## src/hw/rtl/bdi_pkg.sv

```systemverilog
// Shared types, codes and the microcode table for the drag integrator.
// No dependencies; every other file of the block but bdi_isqrt uses this package.
`default_nettype none

package bdi_pkg;

   typedef struct packed {
      logic [1:0]         operation;
      logic signed [31:0] start_x;
      logic signed [31:0] start_y;
      logic signed [31:0] start_z;
      logic signed [31:0] dir_x;
      logic signed [31:0] dir_y;
      logic signed [31:0] dir_z;
      logic [15:0]        time_step;
   } req_type;

   typedef struct packed {
      logic signed [31:0] pos_x;
      logic signed [31:0] pos_y;
      logic signed [31:0] pos_z;
      logic               flying;
      logic               retired;
   } rsp_type;

   localparam logic [1:0] OP_FIRE = 2'd0;
   localparam logic [1:0] OP_TICK = 2'd1;
   localparam logic [1:0] OP_HIT  = 2'd2;

   localparam int CSR_IDX_W = 3;
   localparam logic [CSR_IDX_W-1:0] CSR_WIND_X    = 3'd0;
   localparam logic [CSR_IDX_W-1:0] CSR_WIND_Y    = 3'd1;
   localparam logic [CSR_IDX_W-1:0] CSR_WIND_Z    = 3'd2;
   localparam logic [CSR_IDX_W-1:0] CSR_GRAV_X    = 3'd3;
   localparam logic [CSR_IDX_W-1:0] CSR_GRAV_Y    = 3'd4;
   localparam logic [CSR_IDX_W-1:0] CSR_GRAV_Z    = 3'd5;
   localparam logic [CSR_IDX_W-1:0] CSR_DRAG      = 3'd6;
   localparam logic [CSR_IDX_W-1:0] CSR_MUZZLE    = 3'd7;

   typedef logic [5:0] step_type;

   localparam step_type S_IDLE = 6'd0;
   localparam step_type S_FIRE = 6'd1;
   localparam step_type S_HIT  = 6'd7;
   localparam step_type S_TICK = 6'd8;
   localparam step_type S_END  = 6'd39;

   typedef enum logic [2:0] {
      MUL_NONE,
      MUL_DIR_MUZ,
      MUL_REL_SQ,
      MUL_K_MAG,
      MUL_C_REL,
      MUL_ACC_HI,
      MUL_ACC_LO,
      MUL_V_DT
   } mul_op_type;

   typedef enum logic [1:0] {
      AX_X,
      AX_Y,
      AX_Z
   } axis_type;

   typedef enum logic [3:0] {
      WB_NONE,
      WB_FIRE_POS,
      WB_FIRE_VEL,
      WB_HIT,
      WB_REL_ALL,
      WB_SUMSQ_ADD,
      WB_SQRT_START,
      WB_COEF,
      WB_ACC,
      WB_TMP,
      WB_VEL,
      WB_POS,
      WB_RETIRE
   } wb_op_type;

   typedef enum logic [2:0] {
      BR_NEXT,
      BR_JUMP,
      BR_DISPATCH,
      BR_SKIP_IDLE,
      BR_WAIT_SQRT,
      BR_DONE
   } br_type;

   typedef struct packed {
      mul_op_type mul;
      axis_type   ax;
      wb_op_type  wb;
      br_type     br;
      step_type   target;
   } uword_type;

   typedef struct packed {
      uword_type uw;
      logic      load;
      logic      emit;
   } seq_ctl_type;

   typedef struct packed {
      logic flying;
      logic sqrt_busy;
   } dp_stat_type;

   function automatic uword_type bdi_ucode(input step_type step);
      uword_type uw;
      uw = '{MUL_NONE, AX_X, WB_NONE, BR_JUMP, S_IDLE};
      case (step)
         6'd0:  uw = '{MUL_NONE,    AX_X, WB_NONE,       BR_DISPATCH,  S_IDLE};
         6'd1:  uw = '{MUL_DIR_MUZ, AX_X, WB_FIRE_POS,   BR_NEXT,      S_IDLE};
         6'd2:  uw = '{MUL_NONE,    AX_X, WB_FIRE_VEL,   BR_NEXT,      S_IDLE};
         6'd3:  uw = '{MUL_DIR_MUZ, AX_Y, WB_NONE,       BR_NEXT,      S_IDLE};
         6'd4:  uw = '{MUL_NONE,    AX_Y, WB_FIRE_VEL,   BR_NEXT,      S_IDLE};
         6'd5:  uw = '{MUL_DIR_MUZ, AX_Z, WB_NONE,       BR_NEXT,      S_IDLE};
         6'd6:  uw = '{MUL_NONE,    AX_Z, WB_FIRE_VEL,   BR_JUMP,      S_END};
         6'd7:  uw = '{MUL_NONE,    AX_X, WB_HIT,        BR_JUMP,      S_END};
         6'd8:  uw = '{MUL_NONE,    AX_X, WB_REL_ALL,    BR_SKIP_IDLE, S_END};
         6'd9:  uw = '{MUL_REL_SQ,  AX_X, WB_NONE,       BR_NEXT,      S_IDLE};
         6'd10: uw = '{MUL_REL_SQ,  AX_Y, WB_SUMSQ_ADD,  BR_NEXT,      S_IDLE};
         6'd11: uw = '{MUL_REL_SQ,  AX_Z, WB_SUMSQ_ADD,  BR_NEXT,      S_IDLE};
         6'd12: uw = '{MUL_NONE,    AX_X, WB_SUMSQ_ADD,  BR_NEXT,      S_IDLE};
         6'd13: uw = '{MUL_NONE,    AX_X, WB_SQRT_START, BR_NEXT,      S_IDLE};
         6'd14: uw = '{MUL_NONE,    AX_X, WB_NONE,       BR_WAIT_SQRT, S_IDLE};
         6'd15: uw = '{MUL_K_MAG,   AX_X, WB_NONE,       BR_NEXT,      S_IDLE};
         6'd16: uw = '{MUL_NONE,    AX_X, WB_COEF,       BR_NEXT,      S_IDLE};
         6'd17: uw = '{MUL_C_REL,   AX_X, WB_NONE,       BR_NEXT,      S_IDLE};
         6'd18: uw = '{MUL_NONE,    AX_X, WB_ACC,        BR_NEXT,      S_IDLE};
         6'd19: uw = '{MUL_ACC_HI,  AX_X, WB_NONE,       BR_NEXT,      S_IDLE};
         6'd20: uw = '{MUL_ACC_LO,  AX_X, WB_TMP,        BR_NEXT,      S_IDLE};
         6'd21: uw = '{MUL_NONE,    AX_X, WB_VEL,        BR_NEXT,      S_IDLE};
         6'd22: uw = '{MUL_V_DT,    AX_X, WB_NONE,       BR_NEXT,      S_IDLE};
         6'd23: uw = '{MUL_NONE,    AX_X, WB_POS,        BR_NEXT,      S_IDLE};
         6'd24: uw = '{MUL_C_REL,   AX_Y, WB_NONE,       BR_NEXT,      S_IDLE};
         6'd25: uw = '{MUL_NONE,    AX_Y, WB_ACC,        BR_NEXT,      S_IDLE};
         6'd26: uw = '{MUL_ACC_HI,  AX_Y, WB_NONE,       BR_NEXT,      S_IDLE};
         6'd27: uw = '{MUL_ACC_LO,  AX_Y, WB_TMP,        BR_NEXT,      S_IDLE};
         6'd28: uw = '{MUL_NONE,    AX_Y, WB_VEL,        BR_NEXT,      S_IDLE};
         6'd29: uw = '{MUL_V_DT,    AX_Y, WB_NONE,       BR_NEXT,      S_IDLE};
         6'd30: uw = '{MUL_NONE,    AX_Y, WB_POS,        BR_NEXT,      S_IDLE};
         6'd31: uw = '{MUL_C_REL,   AX_Z, WB_NONE,       BR_NEXT,      S_IDLE};
         6'd32: uw = '{MUL_NONE,    AX_Z, WB_ACC,        BR_NEXT,      S_IDLE};
         6'd33: uw = '{MUL_ACC_HI,  AX_Z, WB_NONE,       BR_NEXT,      S_IDLE};
         6'd34: uw = '{MUL_ACC_LO,  AX_Z, WB_TMP,        BR_NEXT,      S_IDLE};
         6'd35: uw = '{MUL_NONE,    AX_Z, WB_VEL,        BR_NEXT,      S_IDLE};
         6'd36: uw = '{MUL_V_DT,    AX_Z, WB_NONE,       BR_NEXT,      S_IDLE};
         6'd37: uw = '{MUL_NONE,    AX_Z, WB_POS,        BR_NEXT,      S_IDLE};
         6'd38: uw = '{MUL_NONE,    AX_X, WB_RETIRE,     BR_NEXT,      S_IDLE};
         6'd39: uw = '{MUL_NONE,    AX_X, WB_NONE,       BR_DONE,      S_IDLE};
         default: uw = '{MUL_NONE, AX_X, WB_NONE, BR_JUMP, S_IDLE};
      endcase
      return uw;
   endfunction

endpackage

`default_nettype wire

```

## src/hw/rtl/bdi_sequencer.sv

```systemverilog
// Microcode sequencer: step counter over the bdi_ucode table, branches, handshakes.
// Depends on bdi_pkg; drives bdi_datapath through seq_ctl_type.
`default_nettype none

module bdi_sequencer (
   input  logic                 clock,
   input  logic                 reset,
   input  logic                 req_valid,
   output logic                 req_ready,
   input  logic [1:0]           req_op,
   output logic                 rsp_valid,
   input  logic                 rsp_ready,
   input  bdi_pkg::dp_stat_type stat,
   output bdi_pkg::seq_ctl_type ctl
);
   import bdi_pkg::*;

   step_type  pc_ff, pc_in;
   logic      rsp_valid_ff, rsp_valid_in;
   uword_type uw;
   logic      accept, emit;

   assign uw        = bdi_ucode(pc_ff);
   assign req_ready = (pc_ff == S_IDLE);
   assign accept    = req_valid && req_ready;
   assign emit      = (uw.br == BR_DONE) && (!rsp_valid_ff || rsp_ready);

   always_comb begin
      pc_in = pc_ff;
      case (uw.br)
         BR_NEXT: pc_in = pc_ff + 6'd1;
         BR_JUMP: pc_in = uw.target;
         BR_DISPATCH: begin
            if (accept) begin
               case (req_op)
                  OP_FIRE: pc_in = S_FIRE;
                  OP_TICK: pc_in = S_TICK;
                  OP_HIT:  pc_in = S_HIT;
                  default: pc_in = S_END;
               endcase
            end
         end
         BR_SKIP_IDLE: pc_in = stat.flying ? pc_ff + 6'd1 : uw.target;
         BR_WAIT_SQRT: pc_in = stat.sqrt_busy ? pc_ff : pc_ff + 6'd1;
         BR_DONE:      pc_in = emit ? S_IDLE : pc_ff;
         default:      pc_in = S_IDLE;
      endcase
   end

   assign rsp_valid_in = emit || (rsp_valid_ff && !rsp_ready);

   always_ff @(posedge clock) begin
      if (reset) begin
         pc_ff        <= S_IDLE;
         rsp_valid_ff <= 1'b0;
      end else begin
         pc_ff        <= pc_in;
         rsp_valid_ff <= rsp_valid_in;
      end
   end

   assign rsp_valid = rsp_valid_ff;
   assign ctl       = '{uw: uw, load: accept, emit: emit};

endmodule

`default_nettype wire

```

## config.mk

```make
export PLATFORM = sky130hd
export DESIGN_NAME = bdi_sequencer
export DESIGN_NICKNAME = d
export VERILOG_FILES = /design/src/hw/rtl/bdi_pkg.sv /design/src/hw/rtl/bdi_sequencer.sv
export SDC_FILE = /design/constraint.sdc
export NUM_CORES = 1
export LEC_CHECK = 0
export BUFFER_PORTS_ARGS = -buffer_cell sky130_fd_sc_hd__buf_2
export CORE_ASPECT_RATIO = 1.4
export CORE_MARGIN = 2
export CORE_UTILIZATION = 45
export CTS_BUF_LIST = sky130_fd_sc_hd__clkbuf_4
export DETAILED_ROUTE_END_ITERATION = 6
export PLACE_DENSITY = 0.66
export SLEW_MARGIN = 25
export SYNTH_ARGS = -nofsm -noshare
export SYNTH_HDL_FRONTEND = slang
export SYNTH_SLANG_ARGS = --single-unit
```

## constraint.sdc

```tcl
create_clock -name clock -period 9.1 [get_ports clock]
set_input_delay 1.82 -clock clock [delete_from_list [all_inputs] [get_ports clock]]
set_output_delay 1.82 -clock clock [all_outputs]
set_load 0.005 [all_outputs]
```

==> results.md <==
* First-pass GRT wire length at 8.63 mm
* Fin. Hold Viols at 0
* Peak Freq at 224 MHz
* Die ar. at 0.00462 sq mm
* Status: finished clean
* Crit path time final at 4.46 ns
* CTS tree: done
* Initial DRT Pass Iterations at 5
* Number of global-route vias before repair at 1778
* FF+latch count, synth at 20
* Global Route Usage Sum at 23.9%
* DP HPWL at 3.94 mm
* Final setup skew at 0.00236 ns
* Via count at 1847
* Pre-CTS setup slack at 4.38 ns
* Worst min path class: reg2reg
* Layout cell share with drive strength beyond 1 at 21.8%
* Global route total overflow at 0
* IO Port Bufs at 27
* Post-layout util at 50.3%
* Max-slew violations at 0
* Post-CTS Hold Fix Bufs at 0
* Slew margin rel. at 48.8%
* Final setup violation count at 0
* Crit path launch type: primary input
* Worst-path clk slew at 0.12 ns
* Combinational fraction of design power at 67.2%
* Final instance area at 0.00197 sq mm
* Clk pwr share at 11.1%
* Post-route setup slack at 4.64 ns
* YS warnings at 0
* Core footprint at 0.00392 sq mm
* Setup TNS Final at 0 ns
* Layout Cells excl Fill at 286
* Cell Count Post-Placement at 282
* GP Congestion at 0.896
* Kind of critical path: in2reg
* Async S/R FF share, synth at 0%
* Post-route ant nets at 0
* Die Height at 79.6 um
* Largest net degree at the start of global routing at 18
* TritonCTS Buffers at 3
* P_leak at 0.825 nW
* Post CTS Setup Buffer Count at 0
* Max-cap viol count at 0
* Post-synth EDFFs at 0
* Post-Syn Area per Cell at 8.03 sq um
* Die X-Extent at 58.0 um
* Max Fanout on Critical Path at 6
* Flop pwr share at 21.6%
* Wire length per cell at 18.4 um
* Fin nets at 262
* Cells after Synth at 229
* Initial antenna violation count at 0
* H-tree levels at 1
* Skew-Pair Late Insertion Delay at 0.30 ns
* Hold_ws at 0.516 ns
* Starting Density at 46.9%
* Area Overhead vs Synth at 7.07%
* RSZ-0062 raised after global routing: false
* Antenna diodes at 0
* Synth cell types at 63
* Row cnt at 27
* Routed vias/inst at 6.46
* PwrDens at 337 mW/mm^2
* Period utilization at 49.0%
* Wirelength, routed at 5.26 mm
* Initial DRC count at 164
* Internal Power at 344 uW
* Worst EP required at 9.36 ns
* CP Capture Type: register
* Num ports at 30
* Synth Cell Area at 0.00184 sq mm
* Sink Count at 20
* Worst EP arrival at 4.72 ns
* # DRC at 0
* Sw frac at 48.3%
* Max VDD drop at 199 uV
* DP Area at 0.00192 sq mm
* Design Power at 664 uW
* Clock root cell: clkbuf_4
* Register area share after synthesis at 21.8%
* Cts repair resizes at 0
* Psw at 321 uW
* Worst-Margin Slew at 0.767 ns
* CTS Buffer Depth at 2
* Primary FF master, synth: dfxtp_1
## layer usage
| metal | vias up | track usage [%] | wire length [um] |
|---|---|---|---|
| li1 | 879 | - | - |
| met5 | - | 0 | 0 |
| met2 | 96 | 40.7 | 2630 |
| met4 | 0 | 13.5 | 258 |
| met1 | 847 | 28.8 | 2080 |
| met3 | 25 | 2.27 | 288 |
## state kept, by name, indices dropped and copies added (netlist names)
name,cells
pc_ff,6
rsp_valid,1
uw,13
## placed cells by master (no fill, tap or decap), drive strengths merged, types with 6 or more instances in the layout
cell type / n
buf: 29
dfxtp: 20
inv: 14
nor2: 13
nand2: 12
a21oi: 12
nand3: 10
ha: 10
nor3: 7
o21ai: 7
o211ai: 6
mux2i: 6
## worst paths after layout
check / from / end / slack [ns] / cells after the start
max: rsp_ready / uw[9] / 4.64 / 13
min reg2reg: rsp_valid / rsp_valid / 0.52 / 2
min: rsp_valid / rsp_valid / 0.52 / 2
max reg2reg: pc_ff[0] / uw[9] / 5.62 / 14
## worst max-delay path, stage by stage
cell      delay, ns
buf_2          0.08
and3b_1        0.17
o21ai_0        0.46
nand2_1        0.25
a22o_1         0.38
and2_1         0.24
inv_1          0.18
ha_1           0.19
inv_1          0.08
nor3_1         0.36
a21oi_1        0.11
a211oi_1       0.26
a211o_1        0.13
## synthesized netlist by cell type, drive strengths merged, types with 4 or more instances
cell	number	area, sq um
dfxtp	20	400
inv	14	55.1
buf	13	104
nor2	13	53.8
a21oi	12	63.8
nand2	12	45.0
ha	10	125
nand3	10	50.1
clkbuf	7	26.3
nor3	7	35.0
o21ai	7	38.8
mux2i	6	60.1
o211ai	6	45.0
a211oi	5	37.5
and2	5	31.3
mux2	5	56.3
o21a	5	37.5
o22ai	5	31.3
a31oi	4	25.0
and3	4	25.0
nor2b	4	25.0
## area by class of cell
type | instances | area (sq um)
Inverter | 14 | 55.1
Clock inverter | 1 | 30.0
Sequential cell | 20 | 400
Multi-Input combinational cell | 176 | 1260
Clock buffer | 3 | 22.5
Timing Repair Buffer | 29 | 150
Tap cell | 43 | 53.8
Fill cell | 386 | 1950
## power by group through the flow
stage                     logic [mW]  registers [mW]  clock network (mW)
after global routing           0.488           0.148              0.0788
after global placement         0.437           0.145                   0
after floorplan                0.364           0.130                   0
final                          0.447           0.144              0.0738
after detailed placement       0.437           0.145                   0
after CTS                      0.440           0.143              0.0740
## logic make-up after synthesis
group           synth area share [%]
flops                           21.8
simple gates                    22.5
other cells                    0.204
buf+inv                         10.1
fa+ha+maj                       6.80
xor+xnor                        1.91
mux                             6.33
compound gates                  30.4
Power figures use the tool's default switching activity.
